`src/sv/pmsp_pkg.sv`:
```
// Package for the power meter sample processor: field widths, limits, reset
// values of the config registers, register index codes and sample kind codes.
// No dependencies; every other file of the block imports it.
`timescale 1ns / 1ps

package pmsp_pkg;

  // Field widths
  localparam int SAMPLE_W   = 10;
  localparam int POWER_W    = 16;
  localparam int SCALE_W    = 16;
  localparam int GAIN_W     = 32;
  localparam int DELAY_W    = 6;
  localparam int COUNT_W    = 8;
  localparam int HELD_W     = SAMPLE_W + 1;
  localparam int CFG_IDX_W  = 3;
  localparam int CFG_DATA_W = 32;

  // Default depth of the voltage delay store
  localparam int DELAY_DEPTH_DEF = 50;

  // Fixed limits
  localparam logic [SAMPLE_W-1:0] SAMPLE_MAX  = 10'd1023;
  localparam logic [COUNT_W-1:0]  QUIET_LIMIT = 8'd255;
  localparam logic [COUNT_W-1:0]  WINDOW_LEN  = 8'd255;
  localparam int                  GAIN_FRAC   = 24;

  // Register reset values
  localparam logic [SAMPLE_W-1:0] ADC_OFFSET_RST = 10'd512;
  localparam logic [SCALE_W-1:0]  VOLT_SCALE_RST = 16'd145;
  localparam logic [GAIN_W-1:0]   POWER_GAIN_RST = 32'd417703;
  localparam logic [DELAY_W-1:0]  VOLT_DELAY_RST = 6'd0;
  localparam logic [SAMPLE_W-1:0] LOW_THR_RST    = 10'd700;

  // Configuration register index codes
  typedef enum logic [CFG_IDX_W-1:0] {
    REG_ADC_OFFSET    = 3'd0,
    REG_VOLTAGE_SCALE = 3'd1,
    REG_POWER_GAIN    = 3'd2,
    REG_VOLTAGE_DELAY = 3'd3,
    REG_LOW_RANGE_THR = 3'd4
  } cfg_reg_e;

  // Sample kind codes
  localparam logic ACT_VOLTAGE = 1'b0;
  localparam logic ACT_CURRENT = 1'b1;

endpackage

```
`src/sv/pmsp_if.sv`:
```
// Request and result channel interfaces of the power meter sample processor.
// Depends on pmsp_pkg for the payload widths.
`timescale 1ns / 1ps

interface pmsp_in_if;
  import pmsp_pkg::*;

  logic                valid;
  logic                ready;
  logic                action;
  logic [SAMPLE_W-1:0] sample;

  modport source (output valid, output action, output sample, input ready);
  modport sink   (input valid, input action, input sample, output ready);
endinterface

interface pmsp_out_if;
  import pmsp_pkg::*;

  logic                      valid;
  logic                      ready;
  logic signed [POWER_W-1:0] power;
  logic                      volt_absent;
  logic                      low_range;

  modport source (output valid, output power, output volt_absent, output low_range,
                  input ready);
  modport sink   (input valid, input power, input volt_absent, input low_range,
                  output ready);
endinterface

```
`src/sv/power_meter_sample_processor_core.sv`:
```
// Top level of the power meter sample processor: ranging, voltage window,
// delay store and the shared multiplier sequencer.
// Depends on pmsp_pkg and the channel interfaces in pmsp_if.sv.
`timescale 1ns / 1ps

// Takes one 10-bit sample request at a time (current or voltage) and returns
// one result per request: the held power value, the no-voltage flag and the
// current range. A current request passes through the states S_CUR and S_OUT.
// A voltage request passes through S_REDUCE, S_WRITE, S_READ (only with the
// delay in use), S_OPND, S_MUL1, S_MUL2, S_SAT and S_OUT; S_REDUCE repeats
// once per subtraction when the delay index has to be brought below a newly
// written, shorter delay length. S_OUT waits until the output register is
// free. The single multiplier is used once for the voltage times current
// product and once more for the gain. The input is not ready while a request
// is in work; a finished result waits in the output register while the next
// request is taken. The delay store is a memory with registered read and one
// valid flip-flop per entry, so it reads as zero after reset with no clearing
// pass.
module power_meter_sample_processor_core
  import pmsp_pkg::*;
#(
  parameter int DELAY_DEPTH = pmsp_pkg::DELAY_DEPTH_DEF
) (
  input  logic                             clk_i,
  input  logic                             rst_ni,
  pmsp_in_if.sink                          in_if,
  pmsp_out_if.source                       out_if,
  input  logic                             cfg_we_i,
  input  logic [pmsp_pkg::CFG_IDX_W-1:0]   cfg_idx_i,
  input  logic [pmsp_pkg::CFG_DATA_W-1:0]  cfg_wdata_i
);

  localparam int AW   = (DELAY_DEPTH > 1) ? $clog2(DELAY_DEPTH) : 1;
  localparam int DCAP = (DELAY_DEPTH > 63) ? 63 : DELAY_DEPTH;
  localparam logic [DELAY_W-1:0] DCAP_W = DELAY_W'(DCAP);
  localparam int MUL_A_W = 21;
  localparam int PROD_W  = MUL_A_W + GAIN_W;

  typedef enum logic [3:0] {
    S_IDLE,
    S_CUR,
    S_REDUCE,
    S_WRITE,
    S_READ,
    S_OPND,
    S_MUL1,
    S_MUL2,
    S_SAT,
    S_OUT
  } state_e;

  // Configuration registers
  logic [SAMPLE_W-1:0] off_q;
  logic [SCALE_W-1:0]  scale_q;
  logic [GAIN_W-1:0]   gain_q;
  logic [DELAY_W-1:0]  vdly_q;
  logic [SAMPLE_W-1:0] thr_q;

  // Sequencer and block state
  state_e                    state_q, state_d;
  logic [SAMPLE_W-1:0]       smp_q, smp_d;
  logic                      range_q, range_d;
  logic [HELD_W-1:0]         hc_q, hc_d;
  logic                      hcm_q, hcm_d;
  logic [SAMPLE_W-1:0]       peak_q, peak_d;
  logic [COUNT_W-1:0]        quiet_q, quiet_d;
  logic [COUNT_W-1:0]        wcnt_q, wcnt_d;
  logic [SAMPLE_W-1:0]       wmax_q, wmax_d;
  logic [SAMPLE_W-1:0]       wmin_q, wmin_d;
  logic                      nov_q, nov_d;
  logic [DELAY_W-1:0]        idx_q, idx_d;
  logic signed [POWER_W-1:0] power_q, power_d;
  logic                      rvalid_q, rvalid_d;
  logic [MUL_A_W-1:0]        mul_a_q, mul_a_d;
  logic [GAIN_W-1:0]         mul_b_q, mul_b_d;
  logic                      neg_q, neg_d;
  logic [PROD_W-1:0]         prod_q, prod_d;
  logic                      ov_q, ov_d;
  logic signed [POWER_W-1:0] opow_q, opow_d;
  logic                      onov_q, onov_d;
  logic                      orng_q, orng_d;

  // Delay store
  logic [SAMPLE_W-1:0]    mem [DELAY_DEPTH];
  logic [DELAY_DEPTH-1:0] vld_q;
  logic [SAMPLE_W-1:0]    rdata_q;
  logic [AW-1:0]          mem_addr;
  logic                   mem_we;

  // Datapath helpers
  logic [DELAY_W-1:0]   dlen;
  logic                 in_acc;
  logic [PROD_W-1:0]    mul_p;
  logic [SAMPLE_W-1:0]  delayed;
  logic signed [11:0]   sv;
  logic signed [12:0]   sc;
  logic [10:0]          sv_mag;
  logic [11:0]          sc_mag;
  logic signed [17:0]   twice_swing;
  logic [PROD_W-GAIN_FRAC-1:0] q_mag;
  logic [SAMPLE_W-1:0]  pk1;
  logic [COUNT_W-1:0]   qc1;
  logic                 r1;
  logic [COUNT_W-1:0]   wc1;
  logic [SAMPLE_W-1:0]  wmax1;
  logic [SAMPLE_W-1:0]  wmin1;
  logic                 nov1;

  // Effective delay length, capped by the store depth
  assign dlen     = (vdly_q > DCAP_W) ? DCAP_W : vdly_q;
  assign mem_addr = AW'(idx_q);
  assign mem_we   = (state_q == S_WRITE) && (dlen != '0);
  assign in_acc   = in_if.valid && in_if.ready;

  // Shared multiplier
  assign mul_p = {{(PROD_W-MUL_A_W){1'b0}}, mul_a_q} * {{(PROD_W-GAIN_W){1'b0}}, mul_b_q};

  assign in_if.ready        = (state_q == S_IDLE);
  assign out_if.valid       = ov_q;
  assign out_if.power       = opow_q;
  assign out_if.volt_absent = onov_q;
  assign out_if.low_range   = orng_q;

  // Configuration writes
  always_ff @(posedge clk_i or negedge rst_ni) begin
    if (!rst_ni) begin
      off_q   <= ADC_OFFSET_RST;
      scale_q <= VOLT_SCALE_RST;
      gain_q  <= POWER_GAIN_RST;
      vdly_q  <= VOLT_DELAY_RST;
      thr_q   <= LOW_THR_RST;
    end else if (cfg_we_i) begin
      unique case (cfg_idx_i)
        REG_ADC_OFFSET:    off_q   <= cfg_wdata_i[SAMPLE_W-1:0];
        REG_VOLTAGE_SCALE: scale_q <= cfg_wdata_i[SCALE_W-1:0];
        REG_POWER_GAIN:    gain_q  <= cfg_wdata_i[GAIN_W-1:0];
        REG_VOLTAGE_DELAY: vdly_q  <= cfg_wdata_i[DELAY_W-1:0];
        REG_LOW_RANGE_THR: thr_q   <= cfg_wdata_i[SAMPLE_W-1:0];
        default: ;
      endcase
    end
  end

  // Delay store: write one entry, registered read of one entry
  always_ff @(posedge clk_i) begin
    if (mem_we) begin
      mem[mem_addr] <= smp_q;
    end
    if (state_q == S_READ) begin
      rdata_q <= mem[mem_addr];
    end
  end

  // Mark written entries; unwritten ones read as zero
  always_ff @(posedge clk_i or negedge rst_ni) begin
    if (!rst_ni) begin
      vld_q <= '0;
    end else if (mem_we) begin
      vld_q[mem_addr] <= 1'b1;
    end
  end

  // Current ranging update
  always_comb begin
    pk1 = (smp_q > peak_q) ? smp_q : peak_q;
    qc1 = ((pk1 < thr_q) && !range_q) ? quiet_q + 8'd1 : '0;
    r1  = range_q;
    if (qc1 == QUIET_LIMIT) begin
      r1  = 1'b1;
      pk1 = '0;
      qc1 = '0;
    end
    if (pk1 == SAMPLE_MAX) begin
      r1  = 1'b0;
      pk1 = '0;
      qc1 = '0;
    end
  end

  // Voltage window update
  always_comb begin
    twice_swing = ($signed({8'b0, wmax_q}) - $signed({8'b0, wmin_q})) <<< 1;
    wc1   = wcnt_q + 8'd1;
    wmax1 = wmax_q;
    wmin1 = wmin_q;
    nov1  = nov_q;
    if (wc1 == WINDOW_LEN) begin
      nov1  = (twice_swing < $signed({2'b0, scale_q}));
      wmax1 = '0;
      wmin1 = SAMPLE_MAX;
      wc1   = '0;
    end
    if (smp_q > wmax1) wmax1 = smp_q;
    if (smp_q < wmin1) wmin1 = smp_q;
  end

  // Signed operands and their magnitudes
  always_comb begin
    delayed = (dlen == '0) ? smp_q : (rvalid_q ? rdata_q : '0);
    sv = $signed({2'b0, delayed}) - $signed({2'b0, off_q});
    if (!hcm_q) begin
      sc = $signed({2'b0, hc_q}) - $signed({2'b0, off_q, 1'b0});
    end else begin
      sc = $signed({2'b0, hc_q}) - $signed({3'b0, off_q});
    end
    sv_mag = sv[11] ? 11'(-sv) : 11'(sv);
    sc_mag = sc[12] ? 12'(-sc) : 12'(sc);
    q_mag  = prod_q[PROD_W-1:GAIN_FRAC];
  end

  // Sequencer next state
  always_comb begin
    state_d  = state_q;
    smp_d    = smp_q;
    range_d  = range_q;
    hc_d     = hc_q;
    hcm_d    = hcm_q;
    peak_d   = peak_q;
    quiet_d  = quiet_q;
    wcnt_d   = wcnt_q;
    wmax_d   = wmax_q;
    wmin_d   = wmin_q;
    nov_d    = nov_q;
    idx_d    = idx_q;
    power_d  = power_q;
    rvalid_d = rvalid_q;
    mul_a_d  = mul_a_q;
    mul_b_d  = mul_b_q;
    neg_d    = neg_q;
    prod_d   = prod_q;
    ov_d     = ov_q;
    opow_d   = opow_q;
    onov_d   = onov_q;
    orng_d   = orng_q;

    // Drop the result once taken
    if (ov_q && out_if.ready) begin
      ov_d = 1'b0;
    end

    unique case (state_q)
      S_IDLE: begin
        if (in_acc) begin
          smp_d   = in_if.sample;
          state_d = (in_if.action == ACT_CURRENT) ? S_CUR : S_REDUCE;
        end
      end
      S_CUR: begin
        hcm_d   = range_q;
        hc_d    = range_q ? {1'b0, smp_q} : {smp_q, 1'b0};
        peak_d  = pk1;
        quiet_d = qc1;
        range_d = r1;
        state_d = S_OUT;
      end
      S_REDUCE: begin
        // Bring a stale index below the delay length
        if ((dlen != '0) && (idx_q >= dlen)) begin
          idx_d = idx_q - dlen;
        end else begin
          state_d = S_WRITE;
        end
      end
      S_WRITE: begin
        wcnt_d = wc1;
        wmax_d = wmax1;
        wmin_d = wmin1;
        nov_d  = nov1;
        if (dlen != '0) begin
          idx_d   = ((idx_q + 6'd1) == dlen) ? '0 : idx_q + 6'd1;
          state_d = S_READ;
        end else begin
          state_d = S_OPND;
        end
      end
      S_READ: begin
        rvalid_d = vld_q[mem_addr];
        state_d  = S_OPND;
      end
      S_OPND: begin
        mul_a_d = MUL_A_W'(sv_mag);
        mul_b_d = GAIN_W'(sc_mag);
        neg_d   = sv[11] ^ sc[12];
        state_d = S_MUL1;
      end
      S_MUL1: begin
        // Voltage times current, then feed the gain
        mul_a_d = mul_p[MUL_A_W-1:0];
        mul_b_d = gain_q;
        state_d = S_MUL2;
      end
      S_MUL2: begin
        prod_d  = mul_p;
        state_d = S_SAT;
      end
      S_SAT: begin
        if (!neg_q) begin
          power_d = (q_mag > 29'd32767) ? 16'sh7fff : $signed(q_mag[POWER_W-1:0]);
        end else begin
          power_d = (q_mag > 29'd32768) ? 16'sh8000 : $signed(-q_mag[POWER_W-1:0]);
        end
        state_d = S_OUT;
      end
      S_OUT: begin
        // Hold until the output register is free
        if (!ov_q || out_if.ready) begin
          ov_d    = 1'b1;
          opow_d  = power_q;
          onov_d  = nov_q;
          orng_d  = range_q;
          state_d = S_IDLE;
        end
      end
      default: state_d = S_IDLE;
    endcase
  end

  // State and registered outputs
  always_ff @(posedge clk_i or negedge rst_ni) begin
    if (!rst_ni) begin
      state_q  <= S_IDLE;
      smp_q    <= '0;
      range_q  <= 1'b0;
      hc_q     <= '0;
      hcm_q    <= 1'b0;
      peak_q   <= '0;
      quiet_q  <= '0;
      wcnt_q   <= '0;
      wmax_q   <= '0;
      wmin_q   <= SAMPLE_MAX;
      nov_q    <= 1'b0;
      idx_q    <= '0;
      power_q  <= '0;
      rvalid_q <= 1'b0;
      mul_a_q  <= '0;
      mul_b_q  <= '0;
      neg_q    <= 1'b0;
      prod_q   <= '0;
      ov_q     <= 1'b0;
      opow_q   <= '0;
      onov_q   <= 1'b0;
      orng_q   <= 1'b0;
    end else begin
      state_q  <= state_d;
      smp_q    <= smp_d;
      range_q  <= range_d;
      hc_q     <= hc_d;
      hcm_q    <= hcm_d;
      peak_q   <= peak_d;
      quiet_q  <= quiet_d;
      wcnt_q   <= wcnt_d;
      wmax_q   <= wmax_d;
      wmin_q   <= wmin_d;
      nov_q    <= nov_d;
      idx_q    <= idx_d;
      power_q  <= power_d;
      rvalid_q <= rvalid_d;
      mul_a_q  <= mul_a_d;
      mul_b_q  <= mul_b_d;
      neg_q    <= neg_d;
      prod_q   <= prod_d;
      ov_q     <= ov_d;
      opow_q   <= opow_d;
      onov_q   <= onov_d;
      orng_q   <= orng_d;
    end
  end

endmodule

```
`src/flat_wrapper.sv`:
```
// flat-port wrapper written by rule: the top's interface ports become plain ports
module power_meter_sample_processor_core_flat import pmsp_pkg::*;
#(
  parameter int DELAY_DEPTH = pmsp_pkg::DELAY_DEPTH_DEF
)
  (clk_i, rst_ni, cfg_we_i, cfg_idx_i, cfg_wdata_i, in_if_valid, in_if_action, in_if_sample, in_if_ready, out_if_valid, out_if_power, out_if_volt_absent, out_if_low_range, out_if_ready);
  pmsp_in_if in_if_i ();
  pmsp_out_if out_if_i ();
  input  logic clk_i;
  input  logic rst_ni;
  input  logic cfg_we_i;
  input  logic [pmsp_pkg::CFG_IDX_W-1:0] cfg_idx_i;
  input  logic [pmsp_pkg::CFG_DATA_W-1:0] cfg_wdata_i;
  input wire logic [$bits(in_if_i.valid)-1:0] in_if_valid;
  input wire logic [$bits(in_if_i.action)-1:0] in_if_action;
  input wire logic [$bits(in_if_i.sample)-1:0] in_if_sample;
  output wire logic [$bits(in_if_i.ready)-1:0] in_if_ready;
  output wire logic [$bits(out_if_i.valid)-1:0] out_if_valid;
  output wire logic [$bits(out_if_i.power)-1:0] out_if_power;
  output wire logic [$bits(out_if_i.volt_absent)-1:0] out_if_volt_absent;
  output wire logic [$bits(out_if_i.low_range)-1:0] out_if_low_range;
  input wire logic [$bits(out_if_i.ready)-1:0] out_if_ready;
  assign in_if_i.valid = in_if_valid;
  assign in_if_i.action = in_if_action;
  assign in_if_i.sample = in_if_sample;
  assign in_if_ready = in_if_i.ready;
  assign out_if_valid = out_if_i.valid;
  assign out_if_power = out_if_i.power;
  assign out_if_volt_absent = out_if_i.volt_absent;
  assign out_if_low_range = out_if_i.low_range;
  assign out_if_i.ready = out_if_ready;
  power_meter_sample_processor_core #(.DELAY_DEPTH(DELAY_DEPTH)) u_core (.clk_i(clk_i), .rst_ni(rst_ni), .in_if(in_if_i), .out_if(out_if_i), .cfg_we_i(cfg_we_i), .cfg_idx_i(cfg_idx_i), .cfg_wdata_i(cfg_wdata_i));
endmodule
```
`config.mk`:
```
export PLATFORM = sky130hd
export DESIGN_NAME = power_meter_sample_processor_core_flat
export DESIGN_NICKNAME = d
export VERILOG_FILES = /design/src/sv/pmsp_pkg.sv /design/src/sv/pmsp_if.sv /design/src/sv/power_meter_sample_processor_core.sv /design/src/flat_wrapper.sv
export SDC_FILE = /design/constraint.sdc
export NUM_CORES = 2
export LEC_CHECK = 0
export CAP_MARGIN = 20
export CORE_MARGIN = 2
export CORE_UTILIZATION = 60
export DETAILED_ROUTE_END_ITERATION = 16
export DONT_BUFFER_PORTS = 1
export PLACE_DENSITY_LB_ADDON = 0.08
export SLEW_MARGIN = 5
export SYNTH_ARGS = -nofsm -noshare
export SYNTH_HDL_FRONTEND = slang
export SYNTH_SLANG_ARGS = --single-unit
```
`constraint.sdc`:
```
create_clock -name clk_i -period 9.1 [get_ports clk_i]
set_input_delay 1.82 -clock clk_i [delete_from_list [all_inputs] [get_ports clk_i]]
set_output_delay 1.82 -clock clk_i [all_outputs]
set_load 0.02 [all_outputs]
```
==> impl_metrics.tcl <==
set metrics [dict create \
    first_pass_iters 6 \
    worst_hold_slack_ns 0.465 \
    syn_area_um2 57600 \
    fin_tns_setup_ns 0 \
    antenna_found_initial 4 \
    hold_viol_final 0 \
    area_delta_synth_final_pct 7.96 \
    hold_path.class "reg -> reg" \
    vias 39501 \
    die-area_um2 98500 \
    ctsHoldBuffers 0 \
    finalPower_mw 16.5 \
    postCtsSetupBuffers 0 \
    vdd_drop_max_uv 459 \
    cts.sinks 833 \
    coreArea_um2 95200 \
    finalSetupViolations 0 \
    period_share_pct 87.7 \
    status "complete, no violations" \
    place_congestion 0.949 \
    first_iter_violations 3469 \
    placed_cell_area_um2 59200 \
    required_ns 9.68 \
    grt_max_degree 324 \
    cts_tree "built" \
    nets 6084 \
    row_count 113 \
    finalCriticalPeriod_ns 7.98 \
    postLayoutCellArea_um2 62200 \
    fin_util_pct 65.4 \
    synth_edf_count 510 \
    layout-drive-gt1-share_pct 9.08 \
    start_kind "flip-flop" \
    final_antenna_net_count 0 \
    synth_warnings 0 \
    slew_violations 0 \
    grt_pass1_wl_mm 236 \
    vias_per_cell 6.05 \
    die_x_um 314 \
    wl_mm 152 \
    crit_start "u_core.mul_a_q[6]$_DFFE_PN0P_" \
    cts_buffers 88 \
    synthCells 5260 \
    r2r_start "u_core.mul_a_q[6]$_DFFE_PN0P_" \
    synth_area_per_cell_um2 11.0 \
    worstMarginPinSlew_ns 1.46 \
    dp_slack_ns 1.22 \
    grt_pass1_vias 40664 \
    max-slew-margin-rel_pct 2.77 \
    synthArstFlopShare_pct 38.8 \
    drcViolationCount 0 \
    skew_ns 0.0328 \
    ctsResizeCount 0 \
    cp-end-kind "flip-flop" \
    io_buffers 0 \
    place_inst 6355 \
    fmax_ghz 0.125 \
    crit_fanout 18 \
    drv_cap 0 \
    yosys_most_used_dff "edfxtp_1" \
    cts-root-buf "clkbuf_16" \
    reg2reg_depth 24 \
    stdcell_count 6531 \
    die_h_um 314 \
    r2r_slack_ns 1.12 \
    rsz0062_at_grt "false" \
    synth.distinct_cells 82 \
    yosysSeqAreaShare_pct 40.7 \
    cp_data_arrival_time_ns 8.57 \
    ios 71 \
    grt_usage_pct 31.4 \
    setup_ws_ns 1.12 \
    dp_hpwl_mm 104 \
    p_per_area_nw_per_um2 265 \
    synthesis.nets 6153 \
    initial_core_util_pct 60.6 \
    worstSetupEndpoint "u_core.prod_q[40]$_DFFE_PN0P_" \
    diodes 0 \
    clkTransAtPathRegs_ns 0.06 \
    cts_buffer_depth 3 \
    synth_seq_cells 833 \
    r2r-end "u_core.prod_q[40]$_DFFE_PN0P_" \
    clock_latency_ns 0.67 \
    h-tree-depth 3 \
    p_leak_nw 26.9 \
    overflow 0 \
    path_class "reg -> reg" \
    wl_per_cell_um 23.2 \
]
-- worst max-delay path, stage by stage, from the launching register on --
cell	delay (ns)
dfrtp_1	0.83
buf_4	0.39
nand2_1	0.12
fa_1	0.56
fa_1	0.53
fa_1	0.52
inv_1	0.05
fa_1	0.55
fa_1	0.43
fa_1	0.51
inv_1	0.05
fa_1	0.47
inv_1	0.04
ha_1	0.37
nand2_1	0.16
nor3_1	0.35
nand3_1	0.12
o211ai_1	0.17
a41oi_1	0.06
buf_4	0.20
o311ai_1	0.38
a311oi_1	0.23
o21a_1	0.25
or4b_1	0.50
nand3_1	0.07
-- synth_stat cells (8+ instances only) --
master | n | share of area (%)
nand2b_1 | 27 | 0.29
o31ai_1 | 14 | 0.18
clkbuf_1 | 267 | 1.7
a21o_1 | 51 | 0.66
edfxtp_1 | 510 | 27
and3_1 | 19 | 0.21
a21oi_1 | 140 | 1.2
nand2_1 | 555 | 3.6
a31oi_1 | 21 | 0.23
a21boi_0 | 8 | 0.10
or2_2 | 56 | 0.61
o21ai_0 | 192 | 1.7
nand4_1 | 81 | 0.88
nor2b_1 | 30 | 0.33
o22ai_1 | 8 | 0.087
o21bai_1 | 10 | 0.13
ha_1 | 270 | 5.9
or3_1 | 16 | 0.17
nand3_1 | 49 | 0.43
o21ai_1 | 16 | 0.14
o21a_1 | 21 | 0.27
a41oi_1 | 10 | 0.15
dfstp_2 | 33 | 1.5
mux2_2 | 81 | 1.6
dfrtp_1 | 290 | 13
nor2_1 | 166 | 1.1
a22o_1 | 68 | 1.0
xnor2_1 | 62 | 0.94
buf_1 | 15 | 0.098
nor4_1 | 10 | 0.11
nor3_1 | 35 | 0.30
xor2_1 | 46 | 0.70
inv_1 | 720 | 4.7
mux2i_1 | 31 | 0.54
a221oi_1 | 23 | 0.35
a22oi_1 | 238 | 3.1
nor3b_1 | 10 | 0.13
fa_1 | 572 | 20
and2_1 | 363 | 3.9
o211ai_1 | 31 | 0.40
-- where the power goes --
group / internal [mW] / switching [mW]
sequential: 4.79 / 0.789
combinational: 2.65 / 4.62
clock: 2.11 / 1.56
-- kinds of logic after synthesis --
logic type / after synthesis / share of synthesized area [%]
mux: 112 / 2.12
buf+inv: 1006 / 6.57
compound gates: 915 / 10.8
fa+ha+maj: 842 / 25.7
flops: 833 / 40.7
xor+xnor: 108 / 1.64
simple gates: 1444 / 12.5
-- layer usage --
metal	track usage, %	wire length (um)	up-vias
met2	51.1	71700	1632
li1	-	-	17554
met4	11.7	6010	0
met5	0	0	-
met1	43.1	62800	19994
met3	4.64	11000	321
-- layout make-up --
type / count / area, um2
Multi-Input combinational cell: 3421 / 30500
Clock inverter: 49 / 604
Tap cell: 1265 / 1580
Clock buffer: 116 / 2360
Timing Repair Buffer: 127 / 997
Fill cell: 7465 / 32900
Sequential cell: 833 / 23500
Inverter: 720 / 2700
-- how the worst min path moves through the flow --
stage,cells past startpoint,to,from
3_5_place_dp,1,u_core.vld_q[21]$_DFFE_PN0P_,u_core.vld_q[21]$_DFFE_PN0P_
4_1_cts,1,u_core.vld_q[21]$_DFFE_PN0P_,u_core.vld_q[21]$_DFFE_PN0P_
5_1_grt,1,u_core.vld_q[22]$_DFFE_PN0P_,u_core.vld_q[22]$_DFFE_PN0P_
6_report,1,u_core.vld_q[22]$_DFFE_PN0P_,u_core.vld_q[22]$_DFFE_PN0P_
3_3_place_gp,1,u_core.vld_q[21]$_DFFE_PN0P_,u_core.vld_q[21]$_DFFE_PN0P_
2_1_floorplan,1,u_core.vld_q[21]$_DFFE_PN0P_,u_core.vld_q[21]$_DFFE_PN0P_
-- placed cells by master, fill, tap and decap left out, types with 27 or more instances in the layout --
master     instances
and2_1           361
mux2_2            81
dfstp_2           33
inv_1            720
fa_1             572
nand2_1          555
nand3_1           48
nor2_1           162
o211ai_1          31
nor3_1            29
xnor2_1           62
buf_4            118
a21oi_1          140
edfxtp_1         510
mux2i_1           31
nand2b_1          27
a22o_1            68
xor2_1            46
ha_1             270
nor2b_1           29
a21o_1            51
dfrtp_1          279
nand4_1           81
clkbuf_16         88
o21ai_0          192
a22oi_1          238
or2_2             56
-- registers in the layout (all words and copies together) (netlist names), 6 cells and up --
name,flops
u_core.quiet_q,8
u_core.smp_q,10
u_core.mem,500
u_core.prod_q,29
u_core.mul_a_q,21
u_core.rdata_q,10
u_core.power_q,16
u_core.wmax_q,10
u_core.wcnt_q,8
u_core.off_q,10
u_core.idx_q,6
u_core.out_if.power,16
u_core.hc_q,11
u_core.thr_q,10
u_core.scale_q,16
u_core.peak_q,10
u_core.wmin_q,10
u_core.vdly_q,6
u_core.vld_q,50
u_core.gain_q,32
u_core.mul_b_q,32
Note: power is estimated with default switching activity, not from simulation.
